### config.mk
export PLATFORM = sky130hd
export DESIGN_NAME = base64_stream_decoder
export DESIGN_NICKNAME = d
export VERILOG_FILES = /design/src/rtl/b64sd_pkg.sv /design/src/rtl/b64sd_front.sv /design/src/rtl/b64sd_queue.sv /design/src/rtl/b64sd_back.sv /design/src/rtl/base64_stream_decoder.sv
export SDC_FILE = /design/constraint.sdc
export NUM_CORES = 1
export LEC_CHECK = 0
export ABC_AREA = 1
export ABC_CLOCK_PERIOD_IN_PS = 2600
export BUFFER_PORTS_ARGS = -buffer_cell sky130_fd_sc_hd__buf_2
export CORE_MARGIN = 2
export CORE_UTILIZATION = 30
export DETAILED_ROUTE_END_ITERATION = 10
export SYNTH_ARGS = -nofsm -noshare
export SYNTH_HDL_FRONTEND = slang
export SYNTH_SLANG_ARGS = --single-unit
export TNS_END_PERCENT = 100
### constraint.sdc
create_clock -name clk_i -period 2.6 [get_ports clk_i]
set_input_delay 0.13 -clock clk_i [delete_from_list [all_inputs] [get_ports clk_i]]
set_output_delay 0.13 -clock clk_i [all_outputs]
set_load 0.01 [all_outputs]
### src/rtl/b64sd_pkg.sv
`timescale 1ns / 1ps

package b64sd_pkg;

  // Queue between the classifier and the execution side
  localparam int unsigned QDepth  = 4;
  localparam int unsigned QPtrW   = $clog2(QDepth);
  localparam int unsigned QCountW = $clog2(QDepth + 1);

  // Final status codes
  localparam logic [1:0] StOk       = 2'd0;
  localparam logic [1:0] StBadChar  = 2'd1;
  localparam logic [1:0] StAfterPad = 2'd2;
  localparam logic [1:0] StTrunc    = 2'd3;

  // Number of leftover bits that make a truncated quantum
  localparam logic [2:0] TruncCount = 3'd6;

  // Item classes after the front classifier
  typedef enum logic [2:0] {
    ClsSextet = 3'd0,
    ClsBad    = 3'd1,
    ClsPad    = 3'd2,
    ClsEnd    = 3'd3,
    ClsSkip   = 3'd4
  } cls_e;

  typedef struct packed {
    cls_e       cls;
    logic [5:0] sextet;
  } item_t;

  // Classify one raw character
  function automatic item_t classify(input logic kind, input logic [7:0] ch);
    item_t it;
    it.cls    = ClsBad;
    it.sextet = 6'd0;
    if (kind) begin
      it.cls = ClsEnd;
    end else if (ch >= "A" && ch <= "Z") begin
      it.cls    = ClsSextet;
      it.sextet = 6'(ch - 8'(65));
    end else if (ch >= "a" && ch <= "z") begin
      it.cls    = ClsSextet;
      it.sextet = 6'(ch - 8'(97) + 8'd26);
    end else if (ch >= "0" && ch <= "9") begin
      it.cls    = ClsSextet;
      it.sextet = 6'(ch - 8'(48) + 8'd52);
    end else if (ch == "+") begin
      it.cls    = ClsSextet;
      it.sextet = 6'd62;
    end else if (ch == "/") begin
      it.cls    = ClsSextet;
      it.sextet = 6'd63;
    end else if (ch == "=") begin
      it.cls = ClsPad;
    end else if (ch == 8'h20 || ch == 8'h09 || ch == 8'h0d || ch == 8'h0a) begin
      it.cls = ClsSkip;
    end
    return it;
  endfunction

endpackage

### src/rtl/b64sd_front.sv
`timescale 1ns / 1ps

module b64sd_front (
  input  logic               in_valid_i,
  output logic               in_stall_o,
  input  logic               in_kind_i,
  input  logic [7:0]         in_character_i,
  input  logic               q_full_i,
  output logic               q_push_o,
  output b64sd_pkg::item_t   q_item_o
);

  b64sd_pkg::item_t item;

  // Classify; whitespace is dropped here and never enters the queue
  always_comb begin
    item       = b64sd_pkg::classify(in_kind_i, in_character_i);
    in_stall_o = q_full_i;
    q_push_o   = in_valid_i && !q_full_i && (item.cls != b64sd_pkg::ClsSkip);
    q_item_o   = item;
  end

endmodule

### src/rtl/b64sd_queue.sv
`timescale 1ns / 1ps

module b64sd_queue (
  input  logic                clk_i,
  input  logic                rst_ni,
  input  logic                push_i,
  input  b64sd_pkg::item_t    push_item_i,
  output logic                full_o,
  input  logic                pop_i,
  output logic                valid_o,
  output b64sd_pkg::item_t    head_o
);

  b64sd_pkg::item_t                    mem_q [b64sd_pkg::QDepth];
  logic [b64sd_pkg::QPtrW-1:0]         wr_ptr_q, wr_ptr_d;
  logic [b64sd_pkg::QPtrW-1:0]         rd_ptr_q, rd_ptr_d;
  logic [b64sd_pkg::QCountW-1:0]       count_q, count_d;

  assign full_o  = (count_q == b64sd_pkg::QCountW'(b64sd_pkg::QDepth));
  assign valid_o = (count_q != '0);
  assign head_o  = mem_q[rd_ptr_q];

  // Pointer and fill bookkeeping
  always_comb begin
    wr_ptr_d = push_i ? wr_ptr_q + 1'b1 : wr_ptr_q;
    rd_ptr_d = pop_i ? rd_ptr_q + 1'b1 : rd_ptr_q;
    count_d  = count_q;
    if (push_i && !pop_i) begin
      count_d = count_q + 1'b1;
    end else if (!push_i && pop_i) begin
      count_d = count_q - 1'b1;
    end
  end

  always_ff @(posedge clk_i or negedge rst_ni) begin
    if (!rst_ni) begin
      wr_ptr_q <= '0;
      rd_ptr_q <= '0;
      count_q  <= '0;
    end else begin
      wr_ptr_q <= wr_ptr_d;
      rd_ptr_q <= rd_ptr_d;
      count_q  <= count_d;
    end
  end

  // Storage, no reset
  always_ff @(posedge clk_i) begin
    if (push_i) begin
      mem_q[wr_ptr_q] <= push_item_i;
    end
  end

endmodule

### src/rtl/b64sd_back.sv
`timescale 1ns / 1ps

module b64sd_back (
  input  logic               clk_i,
  input  logic               rst_ni,
  input  logic               q_valid_i,
  input  b64sd_pkg::item_t   q_head_i,
  output logic               q_pop_o,
  output logic               out_valid_o,
  input  logic               out_stall_i,
  output logic [7:0]         out_data_byte_o,
  output logic [1:0]         out_status_o,
  output logic               out_is_last_o
);

  logic [5:0]  left_q, left_d;
  logic [2:0]  cnt_q, cnt_d;
  logic        pad_q, pad_d;
  logic [1:0]  err_q, err_d;
  logic        ovalid_q, ovalid_d;
  logic [7:0]  obyte_q, obyte_d;
  logic [1:0]  ostat_q, ostat_d;
  logic        olast_q, olast_d;

  logic        adv;
  logic        emit;
  logic [11:0] acc;
  logic [2:0]  rest;

  // Output register frees when empty or taken
  assign adv     = !ovalid_q || !out_stall_i;
  assign q_pop_o = q_valid_i && adv;
  assign acc     = {left_q, q_head_i.sextet};
  assign rest    = cnt_q - 3'd2;

  // Execute one queued transaction
  always_comb begin
    left_d  = left_q;
    cnt_d   = cnt_q;
    pad_d   = pad_q;
    err_d   = err_q;
    emit    = 1'b0;
    obyte_d = obyte_q;
    ostat_d = ostat_q;
    olast_d = olast_q;
    if (q_pop_o) begin
      case (q_head_i.cls) inside
        b64sd_pkg::ClsEnd: begin
          emit    = 1'b1;
          obyte_d = 8'd0;
          olast_d = 1'b1;
          if (err_q != b64sd_pkg::StOk) begin
            ostat_d = err_q;
          end else if (cnt_q == b64sd_pkg::TruncCount) begin
            ostat_d = b64sd_pkg::StTrunc;
          end else begin
            ostat_d = b64sd_pkg::StOk;
          end
          left_d = '0;
          cnt_d  = '0;
          pad_d  = 1'b0;
          err_d  = b64sd_pkg::StOk;
        end
        b64sd_pkg::ClsPad: begin
          pad_d = 1'b1;
        end
        b64sd_pkg::ClsSextet, b64sd_pkg::ClsBad: begin
          if (err_q != b64sd_pkg::StOk) begin
            // latched error: ignore
          end else if (pad_q) begin
            err_d = b64sd_pkg::StAfterPad;
          end else if (q_head_i.cls == b64sd_pkg::ClsBad) begin
            err_d = b64sd_pkg::StBadChar;
          end else if (cnt_q == 3'd0) begin
            left_d = q_head_i.sextet;
            cnt_d  = 3'd6;
          end else begin
            // eight or more bits now present
            emit    = 1'b1;
            obyte_d = 8'(acc >> rest);
            ostat_d = b64sd_pkg::StOk;
            olast_d = 1'b0;
            cnt_d   = rest;
            left_d  = q_head_i.sextet & ((6'd1 << rest) - 6'd1);
          end
        end
        default: begin
        end
      endcase
    end
    ovalid_d = adv ? emit : ovalid_q;
  end

  always_ff @(posedge clk_i or negedge rst_ni) begin
    if (!rst_ni) begin
      left_q   <= '0;
      cnt_q    <= '0;
      pad_q    <= 1'b0;
      err_q    <= b64sd_pkg::StOk;
      ovalid_q <= 1'b0;
    end else begin
      left_q   <= left_d;
      cnt_q    <= cnt_d;
      pad_q    <= pad_d;
      err_q    <= err_d;
      ovalid_q <= ovalid_d;
    end
  end

  // Result payload
  always_ff @(posedge clk_i) begin
    if (adv && emit) begin
      obyte_q <= obyte_d;
      ostat_q <= ostat_d;
      olast_q <= olast_d;
    end
  end

  assign out_valid_o     = ovalid_q;
  assign out_data_byte_o = obyte_q;
  assign out_status_o    = ostat_q;
  assign out_is_last_o   = olast_q;

endmodule

### src/rtl/base64_stream_decoder.sv
// Streaming base64 decoder.
// Input channel (in_valid_i / in_stall_o): one transaction per character,
// or an end-of-string marker when in_kind_i is 1. Space, tab, CR and LF
// are dropped at the input; '=' marks padding; other characters outside
// the standard alphabet latch an error.
// Output channel (out_valid_o / out_stall_i): one transaction per decoded
// byte, plus one closing transaction per string with out_is_last_o set,
// out_data_byte_o zero and the final status (ok, invalid character, data
// after padding, truncated quantum).
// Throughput: one transaction per cycle on both sides while the queue is
// not full and the receiver does not stall. A classifier feeds a
// four-entry queue; the execution side pops one entry per cycle into a
// single output register while that register is empty or being taken.
// When the receiver stalls, the output register holds and the queue fills;
// in_stall_o rises only once the queue is full.
// Reset empties the queue, clears output valid and all decode state.
`timescale 1ns / 1ps

module base64_stream_decoder (
  input  logic        clk_i,
  input  logic        rst_ni,
  input  logic        in_valid_i,
  output logic        in_stall_o,
  input  logic        in_kind_i,
  input  logic [7:0]  in_character_i,
  output logic        out_valid_o,
  input  logic        out_stall_i,
  output logic [7:0]  out_data_byte_o,
  output logic [1:0]  out_status_o,
  output logic        out_is_last_o
);

  logic              q_full;
  logic              q_push;
  logic              q_pop;
  logic              q_valid;
  b64sd_pkg::item_t  q_push_item;
  b64sd_pkg::item_t  q_head;

  b64sd_front u_front (
    .in_valid_i     (in_valid_i),
    .in_stall_o     (in_stall_o),
    .in_kind_i      (in_kind_i),
    .in_character_i (in_character_i),
    .q_full_i       (q_full),
    .q_push_o       (q_push),
    .q_item_o       (q_push_item)
  );

  b64sd_queue u_queue (
    .clk_i       (clk_i),
    .rst_ni      (rst_ni),
    .push_i      (q_push),
    .push_item_i (q_push_item),
    .full_o      (q_full),
    .pop_i       (q_pop),
    .valid_o     (q_valid),
    .head_o      (q_head)
  );

  b64sd_back u_back (
    .clk_i           (clk_i),
    .rst_ni          (rst_ni),
    .q_valid_i       (q_valid),
    .q_head_i        (q_head),
    .q_pop_o         (q_pop),
    .out_valid_o     (out_valid_o),
    .out_stall_i     (out_stall_i),
    .out_data_byte_o (out_data_byte_o),
    .out_status_o    (out_status_o),
    .out_is_last_o   (out_is_last_o)
  );

endmodule

; Word level (Yosys, flattened, before mapping)
; Memory sizes are Yosys's and may differ from the RTL's.
; Cells that the tools add are included.
; Widths: inputs -> output; s select.
[totals]
regBits = 31
mem_bits_rw = 36
in_bits = 13
out_inout_bits = 13
elab_cells = 146
n_memories = 1
[op_classes]
n_addsub = 11
n_lt_le_gt_ge = 6
eq_ne = 18
n_shift = 2
mux = 65
n_bitwise = 1
n_reduce_logical = 31
[mem_list]
columns = name, words, width, read_ports, rd_ports_with_merged_regs, wr, line
row1 = u_queue.mem_q, 4, 9, 1, 0, 1, b64sd_queue.sv:14  ; b64sd_pkg::item_t mem_q [b64sd_pkg::QDepth];
[op_table]
columns = operator, count
row1 = $mux 6, 9
row2 = $mux 8, 6
row3 = $mux 3, 13
row4 = $mux 9, 4
row5 = $eq 8x6->1 const B, 4
row6 = $mux 2, 15
row7 = $eq 8x4->1 const B, 3
row8 = $mux 1, 18
row9 = $ge 8x7->1 const B, 2
row10 = $le 8x7->1 const B, 2
row11 = $shr 12x3->8, 1
row12 = $sub 6x1->6 const B, 2
row13 = $sub 6x6->6 const B, 2
row14 = $logic_and 1x1->1, 9
row15 = $ge 8x6->1 const B, 1
row16 = $le 8x6->1 const B, 1
row17 = $ne 2x1->1 const B, 4
row18 = $reduce_and 8->1, 1
row19 = $reduce_bool 2->1, 4
row20 = $add 6x5->6 const B, 1
row21 = $add 6x6->6 const B, 1
row22 = $and 6x6->6, 1
row23 = $eq 3x2->1 const B, 2
row24 = $eq 3x3->1 const B, 2
row25 = 16 further kinds, 26

; Depth between registers and ports, before layout
; Gate-level depths: netlist of run 1.
[logic_depth]
ltp_word = 18
ltp_mapped = 18
depth_no_buf = 17

; Hierarchy
; A second synthesis of run 1 with hierarchy kept.
[unflattened]
hier_cells = 484
hier_area_um2 = 4257.8
[by_module_without_submodules]
columns = module, instances, cells_per_inst, area_each_um2, seq_area_each_um2
row1 = b64sd_queue, 1, 153, 1923.1, 1256.2
row2 = b64sd_back, 1, 162, 1398.8, 630.6
row3 = b64sd_front, 1, 169, 935.9, 0.0

; Least setup slack after synthesis of run 1
; Ideal clock, no wire load.
[synth_timing]
path_kind = input port to flip-flop
startpoint = in in_character_i[2]
endpoint = reg u_queue.count_q[1] in the netlist's numbering
setup_time_ps = 125
arrival_time_ps = 2252
required_time_ps = 2475
setup_slack_ps = 223
path_stages = 16
path_buffers = 1
cell_sequence = buf_2 inv_1 ha_1 inv_1 o21ai_1 nand2_1 nand2_2 nand2_2 nor2_1 nand2_2 nand2_2 inv_1 ha_1 inv_1 fa_1 mux2_2
[synth_via]
elab_cells_between_ends = 34
classes_between = order compare: 6 / eq/ne: 8 / mux: 9 / reduce/logical: 11
[synth_lines]
columns = element, line
row1 = from (decl), base64_stream_decoder.sv:25  ; input logic [7:0] in_character_i,
row2 = $eq 8x6->1 / $eq 8x4->1 (equally long branches), b64sd_pkg.sv:57  ; end else if (ch == 8'h20 || ch == 8'h09 || ch == 8'h0d || ch == 8'h0a) begin
row3 = $logic_or 1x1->1 (3 in a row), b64sd_pkg.sv:57
row4 = $mux 3, b64sd_pkg.sv:57
row5 = $mux 3, b64sd_pkg.sv:55  ; end else if (ch == "=") begin
row6 = $mux 3, b64sd_pkg.sv:52  ; end else if (ch == "/") begin
row7 = $mux 9, b64sd_pkg.sv:49  ; end else if (ch == "+") begin
row8 = $mux 9, b64sd_pkg.sv:46  ; end else if (ch >= "0" && ch <= "9") begin
row9 = $mux 9, b64sd_pkg.sv:43  ; end else if (ch >= "a" && ch <= "z") begin
row10 = $mux 9 *, b64sd_pkg.sv:40  ; end else if (ch >= "A" && ch <= "Z") begin
row11 = $mux 3 *, b64sd_pkg.sv:38  ; if (kind) begin
row12 = $ne 3x3->1 *, b64sd_front.sv:19  ; q_push_o = in_valid_i && !q_full_i && (item.cls != b64sd_pkg::ClsSkip);
row13 = $logic_and 1x1->1 *, b64sd_front.sv:19
row14 = net q_push, base64_stream_decoder.sv:34  ; logic q_push;
row15 = $logic_and 1x1->1 *, b64sd_queue.sv:28  ; if (push_i && !pop_i) begin
row16 = $mux 3 *, b64sd_queue.sv:28
row17 = net u_queue.count_d (one bit), b64sd_queue.sv:17  ; logic [b64sd_pkg::QCountW-1:0] count_q, count_d;
row18 = to (signal assigned), b64sd_queue.sv:43  ; count_q <= count_d;
row19 = to (decl), b64sd_queue.sv:17
; Mark *: on every way through the listed nets, which the timed path passes. The rest lies on a longest branch.
; A chain may end at the register's enable or synchronous reset.

; Worst setup path in the final report of run 1
; Same ends and word-level chain as after synthesis.

==> flow_summary.ini, run 1 <==
[setup_path]
worst_setup_path_start_kind = input port
critPathKind = in -> reg
r2r-end = u_back.out_data_byte_o[1]$_SDFFCE_PP0P_
startpoint = in_character_i[2]
critPathRequiredTime_ns = 2.81
end_kind = flop
cp_max_fo = 8
reg2regPathDepth = 9
cp.arrival_ns = 2.38
reg2reg_setup_slack_ns = 0.47
rr_startpoint = u_queue.rd_ptr_q[0]$_DFFE_PN0P_

[timing]
setup_viol = 0
post-route-period-util = 0.833
finalCriticalPeriod_ns = 2.16
fin_skew_ns = 0.00679
worst_pin_slew_ns = 0.504
fin_tns_setup_ns = 0
max-slew-margin-rel = 0.663
finalMaxSlewViolations = 0
rsz0062_at_grt = no
fmax_ghz = 0.462
hold_viol = 0

[synthesis]
synth.distinct_cells = 36
synthesis.nets = 493
avgSynthCellArea_um2 = 8.76
ys_seq_area_frac = 0.471
syn_inst = 458
yosysWarnings = 0
ys_ff_latch = 66
netlist_area_um2 = 4010

[floorplan]
floorplan.initialDensity = 0.305
dieHeight_um = 120
rows = 42
ios = 26
dieArea_um2 = 14300
coreArea_um2 = 13100
die_w_um = 120

[global_routing]
grtUsageTotal = 0.115
gr-total-overflow = 0
grt_pass1_vias = 2996
antenna_found_initial = 0
grt_max_degree = 22
grt_pass1_wl_um = 13300

[run_status]
status = finished clean

[detailed_routing]
vias = 3024
vias_per_cell = 4.47
wl_per_cell_um = 11.5
ant_nets = 0
dr.pass1.iters = 4
initialDrtViolationCount = 195
drc = 0
routed_wl_um = 7810

[power_and_ir_drop]
cellPowerDensity_nw_per_um2 = 1200
power_leakage_nw = 2.21
vdd_drop_max_mv = 0.408

[job]
cap_violations = 0

[placed_design]
gp_congestion = 0.863
portBuffers = 25
dp_cells = 660
dp_hpwl_um = 5920

[layout]
area_growth_pct = 17.6
drive_gt1_frac = 0.186
diodes = 0
fillers = 1360
nets = 531
regArea_um2 = 1890
stdcell_count = 677
multi_input_area_um2 = 1790

[min_path]
hold_end = u_back.out_valid_o$_DFFE_PN0N_
hold_depth = 3
worstHoldStart = out_stall_i
hold_class = in -> reg

[clock_tree]
insertion_delay_ns = 0.33
cts_tree = yes
cts-htree-levels = 3
cts_buffer_depth = 2
cts_buffers = 9
clk_pin_slew_ns = 0.06
cts.sinks = 66
cts_root_buffer = clkbuf_16
-- report_power, final --
group,internal [mW],leakage [nW],total (mW),switching [mW]
logic,0.882,1.36,2.59,1.71
registers,1.55,0.672,1.71,0.163
clock network,0.922,0.172,1.36,0.443
-- metrics by stage --
| stage | hold slack, ns | power, mW | area (um^2) | setup WS (ns) | utilization |
|---|---|---|---|---|---|
| 2_1_floorplan | -0.166 | 3.78 | 4010 | 0.223 | - |
| 3_3_place_gp | 0.0912 | 4.29 | 4350 | 0.135 | 0.331 |
| 3_5_place_dp | 0.0970 | 4.36 | 4350 | 0.0869 | 0.331 |
| 4_1_cts | 0.137 | 5.73 | 4720 | 0.435 | 0.359 |
| 5_1_grt | 0.162 | 6.13 | 4720 | 0.158 | 0.359 |
| 6_report | 0.135 | 5.67 | 4720 | 0.435 | 0.359 |
-- layout make-up --
| cell class | count | area share |
|---|---|---|
| Sequential cell | 66 | 0.400 |
| Multi-Input combinational cell | 316 | 0.379 |
| Clock buffer | 13 | 0.0645 |
| Inverter | 65 | 0.0517 |
| Timing Repair Buffer | 38 | 0.0478 |
| Tap cell | 176 | 0.0467 |
| Clock inverter | 3 | 0.0101 |
-- flip-flops by register name (all words and copies together), names as in the netlist --
name                    count
u_queue.count_q             3
u_back.out_valid_o          1
u_queue.rd_ptr_q            2
u_back.out_is_last_o        1
u_back.left_q               6
u_back.err_q                2
u_queue.wr_ptr_q            2
u_back.cnt_q                2
u_back.out_data_byte_o      8
u_queue.mem_q              36
u_back.pad_q                1
u_back.out_status_o         2
-- timing repair --
| action | 4_1_cts | 5_1_grt |
|---|---|---|
| endpoints found under the setup margin | 0 | 0 |
| hold buffers | 1 | 0 |
| resized for setup | 0 | 0 |
| buffers inserted | 0 | 0 |
| hold endpoints to repair | 19 | 0 |
-- cells in the final DEF, fill, tap and decap left out, drive strengths merged, types with 2 or more instances in the layout --
master	count
inv	65
nor3	2
ha	19
edfxtp	47
o22ai	5
dfrtp	19
o21ai	26
nand2	138
buf	37
fa	3
xor2	9
clkbuf	13
nand3	51
nand4	3
and2	2
clkinv	2
a21oi	18
nor2	32
o211ai	2
-- cells in the mapped netlist, drive strengths merged --
| cell | number | area share |
|---|---|---|
| o211ai | 2 | 0.0037 |
| and2 | 2 | 0.0034 |
| fa | 3 | 0.015 |
| o31ai | 1 | 0.0053 |
| nor3b | 1 | 0.0019 |
| clkinv | 1 | 0.00094 |
| nand2 | 138 | 0.14 |
| o21ai | 26 | 0.032 |
| nor2 | 32 | 0.034 |
| a22oi | 1 | 0.0019 |
| xor2 | 9 | 0.020 |
| nand3 | 51 | 0.082 |
| nor3 | 2 | 0.0025 |
| clkbuf | 2 | 0.0019 |
| conb | 1 | 0.00094 |
| edfxtp | 47 | 0.35 |
| o22ai | 5 | 0.0078 |
| a21oi | 18 | 0.022 |
| dfrtp | 19 | 0.12 |
| inv | 64 | 0.060 |
| xnor2 | 1 | 0.0022 |
| mux2 | 1 | 0.0028 |
| nand4 | 3 | 0.0047 |
| buf | 9 | 0.021 |
| ha | 19 | 0.059 |
-- cells by family (layout without fill, tap and decap cells) --
kind of cell,after synthesis,count (layout),synth area share
buf+inv,76,119,0.0836
fa+ha+maj,22,22,0.0743
compound gates,53,53,0.0736
mux,1,1,0.00281
flops,66,66,0.471
xor+xnor,10,10,0.0218
simple gates,229,229,0.272
other cells,1,1,0.000935
-- critical path, stage by stage --
cell     delay (ns)
buf_2          0.16
inv_1          0.13
ha_1           0.22
inv_1          0.09
o21ai_1        0.12
nand2_1        0.07
nand2_2        0.12
nand2_2        0.06
nor2_1         0.11
nand2_2        0.10
nand2_2        0.08
inv_1          0.04
ha_1           0.18
inv_1          0.10
fa_1           0.40
mux2_2         0.27
-- how the worst max path moves through the flow --
stage	to	slack, ns	depth (start not counted)
after floorplan	u_queue.count_q[1]$_DFFE_PN0P_	0.22	16
after global placement	u_queue.count_q[2]$_DFFE_PN0P_	0.14	18
after detailed placement	u_queue.count_q[1]$_DFFE_PN0P_	0.09	16
after CTS	u_back.out_data_byte_o[1]$_SDFFCE_PP0P_	0.43	9
after global routing	u_queue.count_q[1]$_DFFE_PN0P_	0.16	16
final	u_queue.count_q[1]$_DFFE_PN0P_	0.44	16
-- layer usage --
| metal | GRT usage | vias up | share of wire |
|---|---|---|---|
| li1 | - | 1555 | - |
| met1 | 0.140 | 1385 | 0.45 |
| met2 | 0.202 | 66 | 0.50 |
| met3 | 0.0162 | 18 | 0.031 |
| met4 | 0.0544 | 0 | 0.022 |
| met5 | 0 | - | 0 |
No activity file was read; power rests on OpenSTA's default activity.
==> inputs of run 2 (changes only) <==
ABC_AREA = 0   (was 1)
ABC_CLOCK_PERIOD_IN_PS = 1950   (was 2600)
clock period = 1.95 ns   (was 2.6 ns; I/O delays follow)
==> flow_summary.ini, run 2 <==
[layout]
diodes = 0
area_growth_pct = 40.8
drive_gt1_frac = 0.476
fillers = 1120
multi_input_area_um2 = 1810
nets = 423
regArea_um2 = 1890
regMostFlops = u_queue.mem_q
final_common_cell = buf_4
layout_common_cells = 66 x buf_4, 47 x edfxtp_1, 21 x nand2_1, 21 x buf_2, 18 x dfrtp_1
largest_register_ffs = 36

[power_and_ir_drop]
cellPowerDensity_nw_per_um2 = 1530
vdd_drop_max_mv = 0.609
power_leakage_nw = 2.05
power.total_mw = 7.80

[detailed_routing]
routed_wl_um = 7560
drc = 0
vias = 2616
dr.pass1.iters = 4
ant_nets = 0
initialDrtViolationCount = 106
vias_per_cell = 4.84
wl_per_cell_um = 14.0

[global_routing]
grtUsageTotal = 0.129
grt_max_degree = 20
grt_pass1_vias = 2660
grtUsageMet1 = 0.146
use_met3 = 0.0329
grt_pass1_wl_um = 12900
antenna_found_initial = 0
gr-total-overflow = 0
grt.met2_usage = 0.221
grt.busiest_layer = met2

[floorplan]
floorplan.initialDensity = 0.304
rows = 40
dieArea_um2 = 13000
dieHeight_um = 114
coreArea_um2 = 11900
ios = 26
die_w_um = 114

[setup_path]
reg2regPathDepth = 5
r2r-end = u_back.cnt_q[1]$_DFFE_PN0P_
worst_setup_path_start_kind = flop
critPathMaxStageDelay_ns = 0.51
rr_startpoint = u_queue.rd_ptr_q[0]$_DFFE_PN0P_
crit_family = simple AND/OR/NAND/NOR gates
critPathRequiredTime_ns = 2.19
crit_cells = 5
reg2reg_setup_slack_ns = -0.39
cp_max_fo = 8
cp_num_buf_inv = 0
critPathKind = reg -> reg
cp.arrival_ns = 2.58
cp_slowest_cell = mux4_2
end_kind = flop
worstPathCellList = mux4_2 -> or2_1 -> or4_4 -> a211o_4 -> o31ai_2

[run_status]
status = complete, but fails checks
violations = negative setup slack

[timing]
hold_viol = 0
fin_ws_ns = -0.391
finalMaxSlewViolations = 0
worst_pin_slew_ns = 0.620
fin_skew_ns = 0.00791
finalCriticalPeriod_ns = 2.34
post-route-period-util = 1.20
fmax_ghz = 0.427
max-slew-margin-rel = 0.587
rsz0062_at_grt = yes
fin_tns_setup_ns = -7.44
setup_viol = 32

[synthesis]
synth_common_cells = 47 x edfxtp_1, 25 x nand2_1, 19 x dfrtp_1, 19 x ha_1, 18 x inv_1
netlist_area_um2 = 3620
ys_ff_latch = 66
synth_flop_cell = edfxtp_1
ys_seq_area_frac = 0.521
yosysWarnings = 0
synthesis.nets = 323
async_flop_share = 0.288
synth_edf_count = 47
yosysMostFrequentCell = edfxtp_1
synth.distinct_cells = 54
syn_inst = 288
synth_area_leaders = edfxtp_1 39%, dfrtp_1 13%, mux4_2 9.3%
avgSynthCellArea_um2 = 12.6
synth_top_area_cell = edfxtp_1
synth_top_area_share = 0.389

[clock_tree]
cts_tree = yes
cts.sinks = 66
cts_root_buffer = clkbuf_16
clk_pin_slew_ns = 0.06
insertion_delay_ns = 0.33
cts-htree-levels = 3
cts_buffer_depth = 2
cts_buffers = 9

[min_path]
hold_end = u_back.out_valid_o$_DFFE_PN0N_
hold_class = in -> reg
worstHoldStart = out_stall_i
hold_depth = 3

[placed_design]
portBuffers = 25
gp_congestion = 0.819
dp_hpwl_um = 5330

[job]
cap_violations = 0
[run 2: cell type report]
class	instances	share of cell area
Clock buffer	10	0.0468
Clock inverter	6	0.0177
Inverter	19	0.0199
Multi-Input combinational cell	191	0.355
Sequential cell	66	0.370
Tap cell	147	0.0360
Timing Repair Buffer	101	0.155
[run 2: power by group]
group | switching, mW | total (mW) | internal (mW) | leakage (nW)
clock network | 0.600 | 1.75 | 1.15 | 0.159
logic | 1.78 | 3.75 | 1.97 | 1.22
registers | 0.238 | 2.29 | 2.05 | 0.673
total | 2.62 | 7.80 | 5.18 | 2.05
[run 2: stage by stage]
step,setup slack (ns),area [um^2],std cells,utilization,hold slack (ns)
2_1_floorplan,-0.431,3770,288,-,-0.198
3_3_place_gp,-0.449,4440,509,0.373,0.0714
3_5_place_dp,-0.534,4440,509,0.373,0.0799
4_1_cts,-0.405,4990,533,0.419,0.0337
5_1_grt,-0.434,5100,540,0.428,0.0820
6_report,-0.391,5100,540,0.428,0.0358
[run 2: kinds of logic after synthesis]
group,synth area share
fa+ha+maj,0.0822
simple gates,0.112
flops,0.521
xor+xnor,0.0314
compound gates,0.108
other cells,0.00103
buf+inv,0.0400
mux,0.105
[run 2: worst register-to-register path, stage by stage (launching register included)]
cell and delay, ns:
dfrtp_2 0.39, mux4_2 0.51, or2_1 0.23, or4_4 0.46, a211o_4 0.41, o31ai_2 0.25
[run 2: per-layer routing]
layer | up-vias | routed length, um
met1 | 1284 | 3170
li1 | 1257 | -
met3 | 24 | 265
met5 | - | 0
met2 | 51 | 3860
met4 | 0 | 261
[run 2: worst max-delay path by stage]
stage                                                from                        endpoint  slack [ns]
after floorplan                         in_character_i[2]  u_queue.count_q[2]$_DFFE_PN0P_       -0.43
after global placement                  in_character_i[0]  u_queue.count_q[2]$_DFFE_PN0P_       -0.45
after detailed placement                in_character_i[0]  u_queue.count_q[2]$_DFFE_PN0P_       -0.53
after CTS                 u_queue.rd_ptr_q[0]$_DFFE_PN0P_    u_back.left_q[2]$_DFFE_PN0P_       -0.40
after global routing      u_queue.rd_ptr_q[0]$_DFFE_PN0P_     u_back.cnt_q[1]$_DFFE_PN0P_       -0.43
final                     u_queue.rd_ptr_q[0]$_DFFE_PN0P_     u_back.cnt_q[1]$_DFFE_PN0P_       -0.39
[run 2: what timing repair did]
| action | CTS | global route |
|---|---|---|
| hold buffers | 1 | 0 |
| pin swaps | 9 | 8 |
| setup endpoints to repair | 35 | 36 |
| gates cloned | 2 | 0 |
| endpoints found under the hold margin | 19 | 0 |
| buffers inserted | 6 | 9 |
| gates resized for setup | 33 | 24 |
==> inputs of run 3 (changes only) <==
--- a/config.mk
+++ b/config.mk
@@ -10,4 +10,4 @@
 export BUFFER_PORTS_ARGS = -buffer_cell sky130_fd_sc_hd__buf_2
-export CORE_MARGIN = 2
 export CORE_UTILIZATION = 30
+export CTS_CLUSTER_SIZE = 28
 export DETAILED_ROUTE_END_ITERATION = 10
==> constraint.sdc (replaced) <==
create_clock -name clk_i -period 1.95 [get_ports clk_i]
set_input_delay 0.39 -clock clk_i [delete_from_list [all_inputs] [get_ports clk_i]]
set_output_delay 0.39 -clock clk_i [all_outputs]
set_load 0.01 [all_outputs]
==> flow_summary.ini, run 3 (synthesis gave the netlist of run 2 again) <==
[run_status]
status = complete, but fails checks
violations = design-rule violations, negative setup slack

[setup_path]
critPathRequiredTime_ns = 2.18
end_kind = flop
reg2reg_setup_slack_ns = -0.40
r2r-end = u_back.cnt_q[1]$_DFFE_PN0P_
worst_setup_path_start_kind = flop
reg2regPathDepth = 5
critPathKind = reg -> reg
rr_startpoint = u_queue.rd_ptr_q[0]$_DFFE_PN0P_
cp_max_fo = 8
startpoint = u_queue.rd_ptr_q[0]$_DFFE_PN0P_
endpoint = u_back.cnt_q[1]$_DFFE_PN0P_
cp.arrival_ns = 2.58

[layout]
regArea_um2 = 1890
final_common_cell = buf_4
fillers = 1066
stdcell_count = 534
diodes = 0
regMostFlops = u_queue.mem_q
multi_input_area_um2 = 1930
layout_common_cells = 66 x buf_4, 47 x edfxtp_1, 21 x buf_2, 19 x nand2_1, 19 x dfrtp_1
drive_gt1_frac = 0.491
area_growth_pct = 40.4
largest_register_ffs = 36
nets = 421

[placed_design]
gp_congestion = 0.817
dp_hpwl_um = 5370
dp_cells = 501
portBuffers = 25
post-place-ws_ns = -0.770

[clock_tree]
cts_buffers = 9
cts.sinks = 66
cts_buffer_depth = 2
clk_pin_slew_ns = 0.06
cts_tree = yes
cts-htree-levels = 3
holdBufCountCts = 0
cts_root_buffer = clkbuf_16
insertion_delay_ns = 0.32

[detailed_routing]
dr.pass1.iters = 7
wl_per_cell_um = 15.2
vias = 2578
ant_nets = 0
initialDrtViolationCount = 148
routed_wl_um = 8110
drc = 3
vias_per_cell = 4.83

[global_routing]
gr-total-overflow = 0
grtUsageTotal = 0.135
grt.busiest_layer = met2
grt_pass1_wl_um = 13300
grtUsageMet1 = 0.163
antenna_found_initial = 0
grt_pass1_vias = 2668
use_met3 = 0.0212
grt.met2_usage = 0.244
grt_max_degree = 20

[floorplan]
die_w_um = 112
floorplan.initialDensity = 0.312
dieHeight_um = 112
ios = 26
coreArea_um2 = 11600
dieArea_um2 = 12500
rows = 39

[power_and_ir_drop]
power.total_mw = 7.40
cellPowerDensity_nw_per_um2 = 1450
vdd_drop_max_mv = 0.581
power_leakage_nw = 2.03

[timing]
setup_viol = 31
hold_viol = 0
finalCriticalPeriod_ns = 2.35
fmax_ghz = 0.425
worst_pin_slew_ns = 0.580
post-route-period-util = 1.21
rsz0062_at_grt = yes
max-slew-margin-rel = 0.610
finalMaxSlewViolations = 0
fin_ws_ns = -0.404
hold_slack_ns = 0.0191
fin_skew_ns = 0.00604

[min_path]
hold_class = in -> async

[job]
cap_violations = 0
[run 3: how the worst min path moves through the flow]
stage | to | slack, ns | cells past startpoint
global route | u_back.left_q[5]$_DFFE_PN0P_ | 0.06 | 1
detailed placement | u_back.left_q[5]$_DFFE_PN0P_ | 0.38 | 1
CTS | u_back.left_q[5]$_DFFE_PN0P_ | 0.04 | 1
floorplan | u_back.cnt_q[1]$_DFFE_PN0P_ | 0.09 | 0
finish | u_back.left_q[3]$_DFFE_PN0P_ | 0.02 | 1
global placement | u_back.left_q[3]$_DFFE_PN0P_ | 0.37 | 1
[run 3: area by class of cell]
cell class,instances,area share
timing repair inverter,1,0.000984
sequential,66,0.371
multi-input combinational,195,0.379
clock inverter,7,0.0135
timing repair buffer,94,0.136
inverter,19,0.0194
clock buffer,9,0.0443
tap,143,0.0352
[run 3: stage by stage]
stage / cell area [um^2] / util / setup TNS, ns
final: 5090 / 0.438 / -8.71
after detailed placement: 4410 / 0.380 / -42.13
after global placement: 4410 / 0.380 / -38.11
after CTS: 4910 / 0.423 / -9.52
after floorplan: 3790 / - / -18.57
after global routing: 5090 / 0.438 / -11.31
[run 3: what timing repair did]
item,CTS,global route
endpoints found under the setup margin,89,101
pin swaps,12,13
resized for setup,34,36
cloned,4,2
buffers inserted,7,8
[run 3: metal layers]
layer  part of all wire  vias to the layer above
li1                   -                     1261
met1               0.43                     1250
met2               0.53                       56
met3              0.029                       11
met4              0.014                        0
met5                  0                        -
[run 3: where the power goes]
group          switching (mW)  internal, mW  total (mW)
Clock                   0.583         0.985        1.57
Sequential              0.241          2.05        2.29
Combinational            1.75          1.79        3.54
[run 3: critical path, stage by stage, from the launching register on]
cell and delay (ns):
dfrtp_1 0.39, mux4_2 0.53, or2_1 0.24, or4_4 0.46, a211o_4 0.41, o31ai_2 0.23
